### src/rtl/dwg_pkg.sv
// ----------------------------------------------------------------------------
// dwg_pkg
// Shared constants, register map, stage record and the sine table builder
// for the DAC waveform generator.
// ----------------------------------------------------------------------------
package dwg_pkg;

   localparam int LEVEL_W    = 8;
   localparam int WAIT_W     = 21;
   localparam int SAMPLE_W   = 20;
   localparam int MODE_W     = 2;
   localparam int ROM_DEPTH  = 512;
   localparam int ROM_AW     = 9;
   localparam int CSR_DW     = 32;
   localparam int CSR_AW     = 4;
   localparam int REG_IDX_W  = 2;

   localparam logic [LEVEL_W-1:0] LEVEL_HIGH = 8'hFF;
   localparam logic [LEVEL_W-1:0] LEVEL_LOW  = 8'h00;
   localparam logic [ROM_AW-1:0]  TRI_FOLD   = 9'd511;
   localparam logic [ROM_AW-1:0]  TRI_PEAK   = 9'd255;

   localparam logic [MODE_W-1:0] MODE_SQUARE   = 2'd0;
   localparam logic [MODE_W-1:0] MODE_TRIANGLE = 2'd1;
   localparam logic [MODE_W-1:0] MODE_SINE     = 2'd2;

   localparam logic [REG_IDX_W-1:0] REG_WAVE_MODE    = 2'd0;
   localparam logic [REG_IDX_W-1:0] REG_SAMPLE_TICKS = 2'd1;
   localparam logic [REG_IDX_W-1:0] REG_HIGH_TICKS   = 2'd2;
   localparam logic [REG_IDX_W-1:0] REG_LOW_TICKS    = 2'd3;

   localparam logic [MODE_W-1:0]   RST_WAVE_MODE    = MODE_SQUARE;
   localparam logic [SAMPLE_W-1:0] RST_SAMPLE_TICKS = 20'd10000;
   localparam logic [WAIT_W-1:0]   RST_HIGH_TICKS   = 21'd10000;
   localparam logic [WAIT_W-1:0]   RST_LOW_TICKS    = 21'd10000;

   // one accepted tick on its way to the output stage
   typedef struct packed {
      logic               strobe;
      logic               use_rom;
      logic [LEVEL_W-1:0] level;
   } tick_info_type;

   typedef logic [LEVEL_W-1:0] sine_rom_type [ROM_DEPTH];

   localparam longint unsigned PI_Q30   = 64'd3373259426;
   localparam longint          ONE_Q30  = 64'sd1073741824;
   localparam longint          CEIL_ADD = 64'sd2147483647 - 64'sd4096;

   // shift and subtract quotient, elaboration only
   function automatic longint unsigned div_u64(longint unsigned num,
                                               longint unsigned den);
      longint unsigned quo;
      longint unsigned rem;
      quo = '0;
      rem = '0;
      for (int b = 63; b >= 0; b--) begin
         rem = {rem[62:0], num[b]};
         if (rem >= den) begin
            rem    = rem - den;
            quo[b] = 1'b1;
         end
      end
      return quo;
   endfunction

   // fixed-point taylor series, evaluated at elaboration only
   function automatic sine_rom_type build_sine_rom();
      sine_rom_type    rom;
      longint unsigned x;
      longint unsigned x2;
      longint unsigned term;
      longint unsigned dv;
      longint          sum;
      longint          a;
      longint          n;
      int              h;
      int              j;
      for (int i = 0; i < ROM_DEPTH; i++) begin
         h = i & 255;
         j = (h <= 128) ? h : 256 - h;
         x = (longint'(j) * PI_Q30 + 64'd128) >> 8;
         x2 = (x * x) >> 30;
         term = x;
         sum = longint'(x);
         for (int k = 1; k <= 7; k++) begin
            dv = longint'((2 * k) * (2 * k + 1));
            term = div_u64((term * x2) >> 30, dv);
            if ((k & 1) != 0) begin
               sum = sum - longint'(term);
            end else begin
               sum = sum + longint'(term);
            end
         end
         if (i >= 256) begin
            a = 255 * (ONE_Q30 - sum);
         end else begin
            a = 255 * (ONE_Q30 + sum);
         end
         if (a < 0) begin
            a = 0;
         end
         n = (a + CEIL_ADD) >>> 31;
         if (n > 255) begin
            n = 255;
         end
         rom[i] = n[LEVEL_W-1:0];
      end
      return rom;
   endfunction

endpackage

### src/rtl/dwg_tick_ctrl.sv
// ----------------------------------------------------------------------------
// dwg_tick_ctrl
// Per-tick pacing: countdown, square level, table phase and table index.
// Decides each transaction's write and issues the sine table read.
// ----------------------------------------------------------------------------
module dwg_tick_ctrl #(
   parameter int TABLE_DEPTH = 512
) (
   input  logic                         clock,
   input  logic                         reset,
   input  logic                         accept,
   input  logic                         run,
   input  logic [dwg_pkg::MODE_W-1:0]   wave_mode,
   input  logic [dwg_pkg::SAMPLE_W-1:0] sample_ticks,
   input  logic [dwg_pkg::WAIT_W-1:0]   high_ticks,
   input  logic [dwg_pkg::WAIT_W-1:0]   low_ticks,
   output dwg_pkg::tick_info_type       info,
   output logic                         rom_rd_en,
   output logic [dwg_pkg::ROM_AW-1:0]   rom_addr
);
   import dwg_pkg::*;

   localparam int PH_W  = $clog2(TABLE_DEPTH);
   localparam int REM_W = $clog2(TABLE_DEPTH + ROM_DEPTH);
   localparam int MAX_STEP = (TABLE_DEPTH + ROM_DEPTH - 1) / TABLE_DEPTH;

   logic              square_ff, square_in;
   logic [WAIT_W-1:0] wait_ff,   wait_in;
   logic [PH_W-1:0]   phase_ff,  phase_in;
   logic [ROM_AW-1:0] idx_ff,    idx_in;
   logic [REM_W-1:0]  rem_ff,    rem_in;

   logic [REM_W-1:0]  rem_sum;
   logic [REM_W-1:0]  rem_step;
   logic [ROM_AW-1:0] idx_step;
   logic [WAIT_W-1:0] delay;

   // index = phase * 512 / depth, kept by stepping a remainder
   always_comb begin
      rem_sum  = rem_ff + REM_W'(ROM_DEPTH);
      rem_step = rem_sum;
      idx_step = idx_ff;
      for (int m = 1; m <= MAX_STEP; m++) begin
         if (int'(rem_sum) >= m * TABLE_DEPTH) begin
            rem_step = rem_sum - REM_W'(m * TABLE_DEPTH);
            idx_step = idx_ff + ROM_AW'(m);
         end
      end
   end

   always_comb begin
      square_in    = square_ff;
      wait_in      = wait_ff;
      phase_in     = phase_ff;
      idx_in       = idx_ff;
      rem_in       = rem_ff;
      delay        = '0;
      info.strobe  = 1'b0;
      info.use_rom = 1'b0;
      info.level   = LEVEL_LOW;
      if (!run) begin
         wait_in = '0;
      end else if (wait_ff != '0) begin
         wait_in = wait_ff - WAIT_W'(1);
      end else begin
         info.strobe = 1'b1;
         if (wave_mode == MODE_SQUARE) begin
            info.level = square_ff ? LEVEL_HIGH : LEVEL_LOW;
            delay      = square_ff ? high_ticks : low_ticks;
            square_in  = !square_ff;
         end else begin
            info.level   = (idx_ff <= TRI_PEAK) ? idx_ff[LEVEL_W-1:0]
                                                : LEVEL_W'(TRI_FOLD - idx_ff);
            info.use_rom = (wave_mode != MODE_TRIANGLE);
            delay        = WAIT_W'(sample_ticks);
            if (phase_ff == PH_W'(TABLE_DEPTH - 1)) begin
               phase_in = '0;
               idx_in   = '0;
               rem_in   = '0;
            end else begin
               phase_in = phase_ff + PH_W'(1);
               idx_in   = idx_step;
               rem_in   = rem_step;
            end
         end
         wait_in = (delay == '0) ? '0 : delay - WAIT_W'(1);
      end
   end

   assign rom_rd_en = accept;
   assign rom_addr  = idx_ff;

   always_ff @(posedge clock) begin
      if (reset) begin
         square_ff <= 1'b0;
         wait_ff   <= '0;
         phase_ff  <= '0;
         idx_ff    <= '0;
         rem_ff    <= '0;
      end else if (accept) begin
         square_ff <= square_in;
         wait_ff   <= wait_in;
         phase_ff  <= phase_in;
         idx_ff    <= idx_in;
         rem_ff    <= rem_in;
      end
   end

   assert property (@(posedge clock) disable iff (reset)
      accept && !run |=> wait_ff == '0)
      else $error("countdown not cleared by a stopped tick");

   assert property (@(posedge clock) disable iff (reset)
      int'(rem_ff) < TABLE_DEPTH)
      else $error("table index remainder out of range");

endmodule

### config.mk
export PLATFORM = sky130hd
export DESIGN_NAME = dwg_tick_ctrl
export DESIGN_NICKNAME = d
export VERILOG_FILES = /design/src/rtl/dwg_pkg.sv /design/src/rtl/dwg_tick_ctrl.sv
export SDC_FILE = /design/constraint.sdc
export NUM_CORES = 1
export LEC_CHECK = 0
export BUFFER_PORTS_ARGS = -buffer_cell sky130_fd_sc_hd__buf_2
export CAP_MARGIN = 20
export CORE_MARGIN = 2
export CORE_UTILIZATION = 24
export DETAILED_ROUTE_END_ITERATION = 12
export PLACE_DENSITY = 0.42
export SETUP_SLACK_MARGIN = 0.02
export SLEW_MARGIN = 20
export SYNTH_ARGS = -nofsm -noshare
export SYNTH_HDL_FRONTEND = slang
export SYNTH_SLANG_ARGS = --single-unit
### constraint.sdc
create_clock -name clock -period 3.3 [get_ports clock]
set_clock_uncertainty 0.05 [all_clocks]
set_input_delay 0 -clock clock [delete_from_list [all_inputs] [get_ports clock]]
set_output_delay 0 -clock clock [all_outputs]
set_load 0.05 [all_outputs]
After elaboration in Yosys (flattened, before gate mapping)
Cells that the tools add are included.

Bits in registers: 50. Latch bits: 0. Memory bits (writable): 0. Memory bits (read-only): 0. Word-level logic and storage cells: 44. Memories: 0.

Add/subtract/negate cells: 7. $mul: 0. Divide/modulo/power cells: 0. Order comparisons: 2. Eq/ne operators: 2. Shifts and indexed selects: 0. Mux-type cells: 18. Bitwise gates (word level): 2. Reduce and logical (&&, ||, !) cells: 8.

Operators with widths (number): 21-bit 2-to-1 mux (7); 21-bit by 1-bit subtractor with 21-bit output, second input constant (2); 10-bit 2-to-1 mux (4); 9-bit 2-to-1 mux (3); 8-bit 2-to-1 mux (3); 21-bit logical NOT (1); 21-bit nonzero test (1); 9-bit by 1-bit adder with 9-bit output, second input constant (2); 10-bit adder, second input constant (1); 10-bit >= comparator, second input constant (1); 10-bit subtractor, second input constant (1); 9-bit == test, second input constant (1); 9-bit by 8-bit <= comparator with 1-bit output, second input constant (1); 4-bit AND reduction (2); 8-bit subtractor, first input constant (1); 5-bit AND reduction (1); 2-bit logical NOT (1); 2-bit by 1-bit inequality test with 1-bit output, second input constant (1); 1-bit inverter (2); 2-bit nonzero test (1); 1-bit logical NOT (1); 1-bit 2-to-1 mux (1).

Logic depth before layout (Yosys ltp)
Gate-level depths: netlist (run 1).

Depth after elaboration: 8. Gate-level depth with buffers: 13. Mapped depth without buffers: 10.

Worst setup path before layout (run 1)
No wires, ideal clock.

Path type: register -> register. Start: reg square_ff. End: reg wait_ff[8]. Library setup time: 0.071 ns. Arrival: 3.088 ns. Required time: 3.179 ns. Setup slack: 0.092 ns. Stages on the path, launching flop included: 12. Path buffers: 2. Clock period less this slack: 3.208 ns. Cell sequence: dfxtp_1 clkbuf_1 clkbuf_1 mux2_2 mux2i_1 ha_1 nand3_1 nor2_1 xnor2_1 a21oi_1 or4b_2 a21oi_1.

Cells in the longest elaborated chain, start to end: 8. Elaborated cells on any way between the ends: 9. Classes of those cells: add/sub: 1; mux: 7; reduce/logical: 1.

Ends and longest elaborated chain: start: declaration (RTL line dwg_tick_ctrl.sv:27) `logic square_ff, square_in;`; start signal: assignment (RTL line dwg_tick_ctrl.sv:101) `square_ff <= square_in;`; 21-bit 2-to-1 mux (*) (RTL line dwg_tick_ctrl.sv:69) `delay = square_ff ? high_ticks : low_ticks;`; 21-bit 2-to-1 mux (*) (RTL line dwg_tick_ctrl.sv:67) `if (wave_mode == MODE_SQUARE) begin`; 21-bit 2-to-1 mux (*) (RTL line dwg_tick_ctrl.sv:63) `end else if (wait_ff != '0) begin`; 21-bit 2-to-1 mux (*) (RTL line dwg_tick_ctrl.sv:61) `if (!run) begin`; 21-bit by 1-bit subtractor with 21-bit output or 21-bit logical NOT (tied branches) (RTL line dwg_tick_ctrl.sv:86) `wait_in = (delay == '0) ? '0 : delay - WAIT_W'(1);`; 21-bit 2-to-1 mux (*) (RTL line dwg_tick_ctrl.sv:86); 21-bit 2-to-1 mux (*) (RTL line dwg_tick_ctrl.sv:63); 21-bit 2-to-1 mux (*) (RTL line dwg_tick_ctrl.sv:61); end signal: assignment (RTL line dwg_tick_ctrl.sv:102) `wait_ff <= wait_in;`; end: declaration (RTL line dwg_tick_ctrl.sv:28) `logic [WAIT_W-1:0] wait_ff, wait_in;`.

Mark *: on every way between the ends. The rest lies on a longest branch, timed or not. The select of a mux whose other input is x is not followed. A chain may end at the register's enable or synchronous reset.

==> impl_results.md, run 1 <==
- Largest cells by area after synthesis: dfxtp_1 (26%), mux2i_1 (7.6%), a21oi_1 (6.8%)
- Num rows: between 40 and 50
- Root buf cell: clkbuf_16
- Pwr dens: ~810 nW/um2
- Syn. warnings: 0
- First-pass GRT wire length: roughly 16 mm
- Lkg Pwr: between 1.5 and 2 nW
- Final hold vios: 0
- Share of cells above drive strength 1: a little over a quarter
- Vias in the first global route: between 3k and 4k
- GPL Wtd Cong: between 0.7 and 0.8
- GRT Residual Overflow: 0
- Post-CTS Setup Inserts: 0
- Nets@finish: slightly below 600
- Rel. slew slack: roughly half
- Mapped Avg Cell Area: between 7 and 8 um2
- Unrepaired setup endpoints after global routing: no
- Status: completed
- Mapped Cells: between 400 and 500
- CP Capture Type: primary output
- H-Tree Depth: 2
- Worst-Skew Late Latency: roughly 0.28 ns
- Max Clock Freq: between 0.3 and 0.4 GHz
- Crit path max-delay family: simple AND/OR/NAND/NOR gates
- Startpoint Class: register
- Synth async-reset ratio: 0%
- Syn Nets: between 400 and 500
- Starting Density: about a quarter
- WL/cell: 14.3 um
- CP max stage delay: between 0.3 and 0.4 ns
- Synth Cell Area: 3180 um2
- Maximum vdd drop: 0.435 mV
- Cell Chain, Critical Path: inv_1 > ha_1 > or3b_1 > or3_1 > buf_4 > nor4_1 > and2_1 > o21ai_1 > a21oi_1 > buf_2
- Die ar.: around 14,000 um2
- Max Slew Vio Count: 0
- Worst path slowest cell: or3b_1
- DRC violation count after routing: 0
- Fin crit period: 3.02 ns
- Routed Antenna Nets: 0
- Synth cell types: between 50 and 60
- Antenna diodes: 0
- DR vias: between 3k and 4k
- Post-route clock period utilization: 91.5%
- Final setup violation count: 0
- CTS tree: yes
- Kind of critical path: register to primary output
- CP bufs+invs: 3
- GRT Resource Usage Total: roughly 14%
- Drt pass-1 iters: 4
- Num CTS Buffers: 5
- Post-Route Setup TNS: 0 ns
- Max Root-Sink Buffers: 2
- Synth area leader: dfxtp_1
- Worst hold slack: around 0.10 ns
- Fillers: between 1k and 1.5k
- Core area: between 10,000 and 15,000 um2
- Post-synth top area share: between 20% and 30%
- Primary FF master, synth: dfxtp_1
- WP data required: 3.25 ns
- Initial drt markers: ~230
- Aggregate routed wire length: 9.82 mm
- DPL Wire Length: approximately 7.7 mm
- CP arrival: 2.97 ns
- Die Ht: 119 um
- Cts hold-fix bufs: 0
- Max-cap check violation count: 0
- Synthesis-to-finish area growth: 27.6%
- Seq/Total Area, Yosys: approximately a quarter
- Hold Crit Class: primary input to register
- Sink Count: 41
- Critical Path Fanout Max: 8
- Reg clk slew, reported paths: ~0.06 ns
- Via density: roughly 4.9
- Die extent in x: around 120 um
- Port bufs: 87
- Worst slew pin tran: 0.733 ns
- Largest net degree at the start of global routing: 28
- EDFF count, synth: 0
- Io pins: just under 90
- Initial antenna violation count: 0
- FF+latch count, synth: 41
[logic make-up (layout without fill, tap and decap cells)]
logic type | after synthesis | count (layout) | synth area share, %
AO/OA/AOI/OAI | 90 | 90 | 15.7
XOR/XNOR | 36 | 36 | 9.92
adder cells (fa/ha/maj) | 7 | 7 | 2.75
buffers and inverters | 30 | 125 | 4.17
flip-flops | 41 | 41 | 25.8
multiplexers | 40 | 40 | 13.2
AND/OR/NAND/NOR | 171 | 171 | 28.4
[sequential cells by signal, summed over array words and instances (netlist names)]
register   flops
rom_addr       9
square_ff      1
phase_ff       9
rem_ff         1
wait_ff       21
[where the power goes]
| part | total, mW | switching, mW | internal (mW) |
|---|---|---|---|
| registers | 0.717 | 0.112 | 0.606 |
| logic | 2.07 | 1.27 | 0.794 |
| clock network | 0.487 | 0.190 | 0.297 |
[worst reg2reg max path, delay by kind of cell (launching register included)]
family / cells / cell delay (ns)
buffers and inverters: 1 / 0.19
AO/OA/AOI/OAI: 1 / 0.13
flip-flops: 1 / 0.35
AND/OR/NAND/NOR: 6 / 2.21
[what timing repair did]
action,4_1_cts,5_1_grt
endpoints found under the hold margin,0,0
resized for setup,0,1
endpoints found under the setup margin,0,1
[path summary, 6_finish.rpt]
path,from,endpoint,slack (ns),cells after the start
hold / removal,run,wait_ff[0]$_SDFFE_PP0P_,0.1,3
setup / recovery,wait_ff[0]$_SDFFE_PP0P_,info[5],0.28,10
hold reg to reg,wait_ff[17]$_SDFFE_PP0P_,wait_ff[17]$_SDFFE_PP0P_,0.42,2
setup reg to reg,wait_ff[15]$_SDFFE_PP0P_,phase_ff[7]$_SDFFE_PP0P_,0.31,8
[placed cells by master, fill, tap and decap left out, types with 2 or more instances in the layout]
| cell type | Yosys | final |
|---|---|---|
| buf_2 | 1 | 87 |
| a21oi_1 | 43 | 43 |
| dfxtp_1 | 41 | 41 |
| nand2_1 | 36 | 36 |
| nor2_1 | 35 | 35 |
| o21ai_0 | 28 | 28 |
| mux2i_1 | 24 | 24 |
| xnor2_1 | 22 | 22 |
| nor3_1 | 21 | 20 |
| buf_4 | 1 | 20 |
| nand3_1 | 18 | 18 |
| mux2_2 | 16 | 16 |
| xor2_1 | 14 | 14 |
| inv_1 | 10 | 10 |
| nand4_1 | 10 | 10 |
| or3_1 | 8 | 8 |
| nor4_1 | 8 | 8 |
| ha_1 | 7 | 7 |
| nand2b_1 | 5 | 5 |
| clkbuf_16 | 0 | 5 |
| and3_1 | 4 | 4 |
| and2_1 | 4 | 4 |
| a31oi_1 | 4 | 4 |
| or4_1 | 3 | 3 |
| and4_1 | 3 | 3 |
| nand3b_1 | 2 | 2 |
| nor3b_1 | 2 | 2 |
| o22ai_1 | 2 | 2 |
| o211ai_1 | 2 | 2 |
[cell type report]
type                            count  area (um2)  area share (%)
Timing Repair Buffer              108         606            14.9
Inverter                           10        37.5           0.925
Clock buffer                        7         143            3.52
Multi-Input combinational cell    344        2230            55.0
Sequential cell                    41         821            20.2
Tap cell                          176         220            5.43
[metal layers]
layer	track usage, %	share of wire, %	up-vias	routed length, um
met5	0	0	-	0
met4	3.72	1.3	0	125
met3	2.01	3.3	8	320
met2	23.9	47	70	4580
met1	18.2	49	1556	4790
li1	-	-	1695	-
[through the flow]
step / cells / util, % / setup slack [ns] / area [um2] / power, mW
global placement: 679 / 29.9 / 0.322 / 3910 / 2.79
floorplan: 415 / - / 0.0915 / 3180 / 2.22
detailed placement: 679 / 29.9 / 0.214 / 3910 / 2.78
CTS: 686 / 31.0 / 0.207 / 4050 / 3.28
global route: 686 / 31.0 / 0.0569 / 4060 / 3.56
finish: 686 / 31.0 / 0.281 / 4060 / 3.27
[cells in the mapped netlist, types with 10 or more instances]
| master | n |
|---|---|
| nor2_1 | 35 |
| inv_1 | 10 |
| nand3_1 | 18 |
| xnor2_1 | 22 |
| mux2_2 | 16 |
| nand4_1 | 10 |
| nor3_1 | 21 |
| mux2i_1 | 24 |
| a21oi_1 | 43 |
| clkbuf_1 | 15 |
| dfxtp_1 | 41 |
| nand2_1 | 36 |
| o21ai_0 | 28 |
| xor2_1 | 14 |
Note: power is estimated with default switching activity, not from simulation.
==> run 2, diff against run 1 <==
--- a/config.mk
+++ b/config.mk
@@ -10,6 +10,7 @@
 export CORE_MARGIN = 2
 export CORE_UTILIZATION = 24
 export DETAILED_ROUTE_END_ITERATION = 12
+export HOLD_SLACK_MARGIN = 0.12
 export PLACE_DENSITY = 0.42
 export SETUP_SLACK_MARGIN = 0.02
 export SLEW_MARGIN = 20
==> impl_results.md, run 2 (synthesized netlist as in run 1, its figures left out) <==
- CTS tree: yes
- GPL Wtd Cong: 0.782 (unchanged)
- Final Worst Setup Slack: 0.279 ns (-0.00222 ns)
- DRC violation count after routing: 0 (unchanged)
- Die ar.: 14,200 um2 (unchanged)
- Fin util: 31.1% (+0.076 points)
- WL/cell: 14.3 um (-0.46%)
- Status: completed
- Drt pass-1 iters: 5 (+1)
- WP data required: 3.25 ns (about the same)
- Cell Chain, Critical Path: inv_1 > ha_1 > or3b_1 > or3_1 > buf_4 > nor4_1 > and2_1 > o21ai_1 > a21oi_1 > buf_2
- Fin cells: 687 (+0.15%)
- Rel. slew slack: 51.9% (+0.96 points)
- H-Tree Depth: 2 (unchanged)
- Port bufs: 87 (unchanged)
- Maximum vdd drop: 0.433 mV (-0.42%)
- Placed Cells incl. Taps: 679 (unchanged)
- Post-route clock period utilization: 91.5% (about the same)
- Number of flip-flops in the largest register: 21 (unchanged)
- Root buf cell: clkbuf_16
- First-pass GRT wire length: 16.1 mm (+0.12%)
- Worst-Skew Late Latency: 0.28 ns (about the same)
- Kind of critical path: register to primary output
- CP max stage delay: 0.39 ns (about the same)
- DR vias: 3,320 (-0.27%)
- Starting Density: 24.3% (unchanged)
- Worst slew pin tran: 0.719 ns (-0.0143 ns)
- Commonest non-fill, non-tap cell in the layout: buf_2
- Synthesis-to-finish area growth: 27.9%
- Max Slew Vio Count: 0 (unchanged)
- Via density: 4.83 (-0.42%)
- Aggregate routed wire length: 9.79 mm (-0.32%)
- Num CTS Buffers: 5 (unchanged)
- Initial antenna violation count: 0 (unchanged)
- Routed Antenna Nets: 0 (unchanged)
- Core area: 13,100 um2 (unchanged)
- CP Capture Type: primary output
- Dpl cell area: 3910 um2 (unchanged)
- Max Root-Sink Buffers: 2 (unchanged)
- Max-cap check violation count: 0 (unchanged)
- Pwr dens: 803 nW/um2 (-0.43%)
- Startpoint Class: register
- Vias in the first global route: 3,228 (+0.19%)
- GRT Resource Usage Total: 13.9% (about the same)
- CP arrival: 2.97 ns (about the same)
- DPL Wire Length: 7.71 mm (unchanged)
- Largest register by flop count: wait_ff
- Reg clk slew, reported paths: 0.06 ns (about the same)
- Initial drt markers: 190 (-18%)
- Total power: 3.27 mW (-0.18%)
- Hold Crit Class: primary input to register
- Sink Count: 41 (unchanged)
- Post-Route Setup TNS: 0 ns (unchanged)
- Fillers: 1,426 (unchanged)
- Share of cells above drive strength 1: 27.4% (-0.054 points)
- Largest net degree at the start of global routing: 28 (unchanged)
- GRT Residual Overflow: 0 (unchanged)
- Worst path slowest cell: or3b_1
- Fin crit period: 3.02 ns (+0.00222 ns)
- Max Clock Freq: 0.331 GHz (about the same)
- Nets@finish: 586 (+0.17%)
- Critical Path Fanout Max: 8 (unchanged)
- Unrepaired setup endpoints after global routing: no
- Antenna diodes: 0 (unchanged)
- Die extent in x: 119 um (unchanged)
- Io pins: 88 (unchanged)
- Final hold vios: 0 (unchanged)
- Lkg Pwr: 1.62 nW (+0.26%)
- Most frequent cells in the layout: buf_2 (87), a21oi_1 (43), dfxtp_1 (41), nand2_1 (36), nor2_1 (35)
- DP Worst Slack: 0.214 ns (unchanged)
- Num rows: 42 (unchanged)
- Die Ht: 119 um (unchanged)
- Finished layout cell area: 4070 um2 (+0.25%)
- Final setup violation count: 0 (unchanged)
- Worst hold slack: 0.152 ns (+0.0519 ns)
## run 2: changes by cell type in the layout (fill, tap and decap cells not counted)
cell	before	now
dlygate4sd3_1	0	1
## run 2: layout make-up
cell class | count | area, um2 | share of cell area [%]
inverters | 10 | 37.5 | 0.923
well taps | 176 | 220 | 5.41
repair buffers | 109 | 616 | 15.1
clock buffers | 7 | 143 | 3.51
multi-input cells | 344 | 2230 | 54.8
flip-flops and latches | 41 | 821 | 20.2
## run 2: what timing repair did
action                                  4_1_cts  5_1_grt
buffers inserted                              0        0
endpoints found under the setup margin        0        1
hold buffers                                  1        0
gates resized for setup                       0        1
endpoints found under the hold margin         1        0
## run 2: critical path: cells and delay by family (launching register included)
family | cells | cell delay [ns]
simple gates | 4 | 1.25
buf+inv | 3 | 0.53
compound gates | 2 | 0.41
flops | 1 | 0.32
fa+ha+maj | 1 | 0.17
## run 2: worst paths after layout
check	from	endpoint	slack [ns]	cells after the start
max	wait_ff[0]$_SDFFE_PP0P_	info[5]	0.28	10
min	reset	rom_addr[8]$_SDFFE_PP0P_	0.15	2
max reg2reg	wait_ff[15]$_SDFFE_PP0P_	phase_ff[7]$_SDFFE_PP0P_	0.31	8
min reg2reg	wait_ff[17]$_SDFFE_PP0P_	wait_ff[17]$_SDFFE_PP0P_	0.42	2
## run 2: power by group
group / internal [mW] / leakage, nW / switching (mW)
logic: 0.795 / 1.22 / 1.26
registers: 0.606 / 0.332 / 0.112
clock network: 0.297 / 0.0700 / 0.191
total: 1.70 / 1.62 / 1.57
## run 2: metal layers
layer / global-route usage (%) / wire, um
met4: 3.72 / 125
met5: 0 / 0
met2: 23.9 / 4550
met1: 18.2 / 4750
met3: 2.01 / 364
==> run 3, diff against run 2 <==
--- a/config.mk
+++ b/config.mk
@@ -11,7 +11,7 @@
 export CORE_UTILIZATION = 24
 export DETAILED_ROUTE_END_ITERATION = 12
 export HOLD_SLACK_MARGIN = 0.12
-export PLACE_DENSITY = 0.42
+export REMOVE_ABC_BUFFERS = 1
 export SETUP_SLACK_MARGIN = 0.02
 export SLEW_MARGIN = 20
 export SYNTH_ARGS = -nofsm -noshare
==> impl_results.md, run 3 (synthesized netlist as in run 1, its figures left out) <==
- Most frequent cells in the layout: buf_2 (87), a21oi_1 (43), dfxtp_1 (40), nand2_1 (36), nor2_1 (35)
- Post-Route Setup TNS: 0 ns (unchanged)
- CP Capture Type: register
- Num rows: 42 (unchanged)
- Status: completed
- Antenna diodes: 0 (unchanged)
- Final setup violation count: 0 (unchanged)
- Placed Cells incl. Taps: 674 (-0.74%)
- Critical R2R Capture: phase_ff[5]$_SDFFE_PP0P_
- Hold path depth: 2 (unchanged)
- Routed Antenna Nets: 0 (unchanged)
- Worst-Skew Late Latency: 0.28 ns (about the same)
- Final hold vios: 0 (unchanged)
- RR Startpoint: wait_ff[0]$_SDFFE_PP0P_
- DPL Wire Length: 6.94 mm (-10%)
- Starting Density: 24.3% (unchanged)
- Die ar.: 14,200 um2 (unchanged)
- Unrepaired setup endpoints after global routing: no
- Worst Hold Launch: reset
- Share of cells above drive strength 1: 27.0% (-0.38 points)
- H-Tree Depth: 2 (unchanged)
- CP arrival: 3.17 ns (+0.20 ns)
- Via density: 4.77 (-1.2%)
- Num CTS Buffers: 5 (unchanged)
- Die Ht: 119 um (unchanged)
- Maximum vdd drop: 0.418 mV (-3.3%)
- Post-CTS Setup Inserts: 0 (unchanged)
- Fillers: 1,367 (-4.1%)
- Initial antenna violation count: 0 (unchanged)
- GRT Resource Usage Total: 12.8% (-1.1 points)
- Reg2Reg Setup Slack: 0.29 ns (-0.02 ns)
- Drt pass-1 iters: 4 (-1)
- GRT Residual Overflow: 0 (unchanged)
- GPL Wtd Cong: 0.838 (+7.1%)
- R2R depth: 10 (+2)
- Initial drt markers: 150 (-21%)
- Lkg Pwr: 1.61 nW (-0.87%)
- Port bufs: 87 (unchanged)
- Root buf cell: clkbuf_16
- Commonest non-fill, non-tap cell in the layout: buf_2
- Post-route clock period utilization: 91.2% (-0.39 points)
- Nets@finish: 581 (-0.85%)
- Largest register by flop count: wait_ff
- First-pass GRT wire length: 15.3 mm (-5.1%)
- Die extent in x: 119 um (unchanged)
- DRC violation count after routing: 0 (unchanged)
- Critical Path Fanout Max: 8 (unchanged)
- Worst slew pin tran: 0.638 ns (-0.0809 ns)
- Pwr dens: 815 nW/um2 (+1.5%)
- Synthesis-to-finish area growth: 27.3%
- Vias in the first global route: 3,233 (+0.15%)
- Worst hold slack: 0.130 ns (-0.0214 ns)
- WP data required: 3.46 ns (+0.21 ns)
- Max Slew Vio Count: 0 (unchanged)
- Worst Hold End: wait_ff[1]$_SDFFE_PP0P_
- Aggregate routed wire length: 8.75 mm (-11%)
- WL/cell: 12.8 um (-10%)
- Kind of critical path: register to register
- Startpoint Class: register
- Number of flip-flops in the largest register: 21 (unchanged)
- Max Clock Freq: 0.332 GHz (+0.42%)
- Rel. slew slack: 57.3% (+5.4 points)
- Reg clk slew, reported paths: 0.06 ns (about the same)
- CTS tree: yes
- DR vias: 3,261 (-1.8%)
- Max-cap check violation count: 0 (unchanged)
- Sink Count: 41 (unchanged)
- Max Root-Sink Buffers: 2 (unchanged)
- Fin cells: 683 (-0.58%)
- Largest net degree at the start of global routing: 28 (unchanged)
- Hold Crit Class: primary input to register
- Core area: 13,100 um2 (unchanged)
- Io pins: 88 (unchanged)
- Fin crit period: 3.01 ns (-0.0127 ns)
-- run 3: stage by stage --
stage | setup WS [ns] | instance area (um2) | power (mW) | util [%]
floorplan | 0.0996 | 3080 | 2.12 | -
global placement | 0.377 | 3860 | 2.71 | 29.5
global route | 0.0600 | 4050 | 3.60 | 30.9
finish | 0.292 | 4050 | 3.30 | 30.9
detailed placement | 0.269 | 3860 | 2.72 | 29.5
CTS | 0.233 | 4050 | 3.30 | 30.9
-- run 3: area by class of cell --
| cell class | count | area (um2) | share of cell area, % |
|---|---|---|---|
| tap | 176 | 220 | 5.44 |
| sequential | 41 | 822 | 20.3 |
| clock inverter | 2 | 37.5 | 0.927 |
| clock buffer | 6 | 139 | 3.43 |
| inverter | 10 | 37.5 | 0.927 |
| multi-input combinational | 344 | 2230 | 55.0 |
| timing repair buffer | 104 | 566 | 14.0 |
-- run 3: critical path, stage by stage, from the launching register on --
cell and delay (ns):
dfxtp_1 0.32, inv_1 0.07, ha_1 0.18, or3b_1 0.39, or3_1 0.43, or4_4 0.48, nor3_4 0.13, buf_4 0.19
nand4_1 0.20, or3_1 0.36, a21oi_1 0.14
-- run 3: per-layer routing --
| layer | share of wire, % | wire length (um) | vias to the layer above | GRT usage (%) |
|---|---|---|---|---|
| met5 | 0 | 0 | - | 0 |
| met4 | 1.5 | 129 | 0 | 3.65 |
| met3 | 3.3 | 285 | 8 | 1.34 |
| met2 | 50 | 4360 | 74 | 23.2 |
| met1 | 45 | 3980 | 1489 | 15.9 |
| li1 | - | - | 1690 | - |
-- run 3: report_power, final --
group          switching [mW]  internal (mW)  leakage (nW)
sequential              0.111          0.606         0.333
clock                   0.194          0.377        0.0831
combinational            1.24          0.769          1.19
-- run 3: worst max path at each step --
stage | slack [ns] | cells past startpoint | startpoint | endpoint
floorplan | 0.1 | 9 | square_ff$_SDFFE_PP0P_ | wait_ff[8]$_SDFFE_PP0P_
global placement | 0.38 | 10 | wait_ff[0]$_SDFFE_PP0P_ | rom_addr[5]$_SDFFE_PP0P_
detailed placement | 0.27 | 9 | square_ff$_SDFFE_PP0P_ | wait_ff[8]$_SDFFE_PP0P_
CTS | 0.23 | 9 | square_ff$_SDFFE_PP0P_ | wait_ff[8]$_SDFFE_PP0P_
global route | 0.06 | 10 | wait_ff[0]$_SDFFE_PP0P_ | phase_ff[7]$_SDFFE_PP0P_
finish | 0.29 | 10 | wait_ff[0]$_SDFFE_PP0P_ | phase_ff[5]$_SDFFE_PP0P_
-- run 3: timing repair --
| action | CTS | global route |
|---|---|---|
| resized for setup | 0 | 1 |
| endpoints found under the hold margin | 1 | 0 |
| hold buffers | 1 | 0 |
| endpoints found under the setup margin | 0 | 2 |
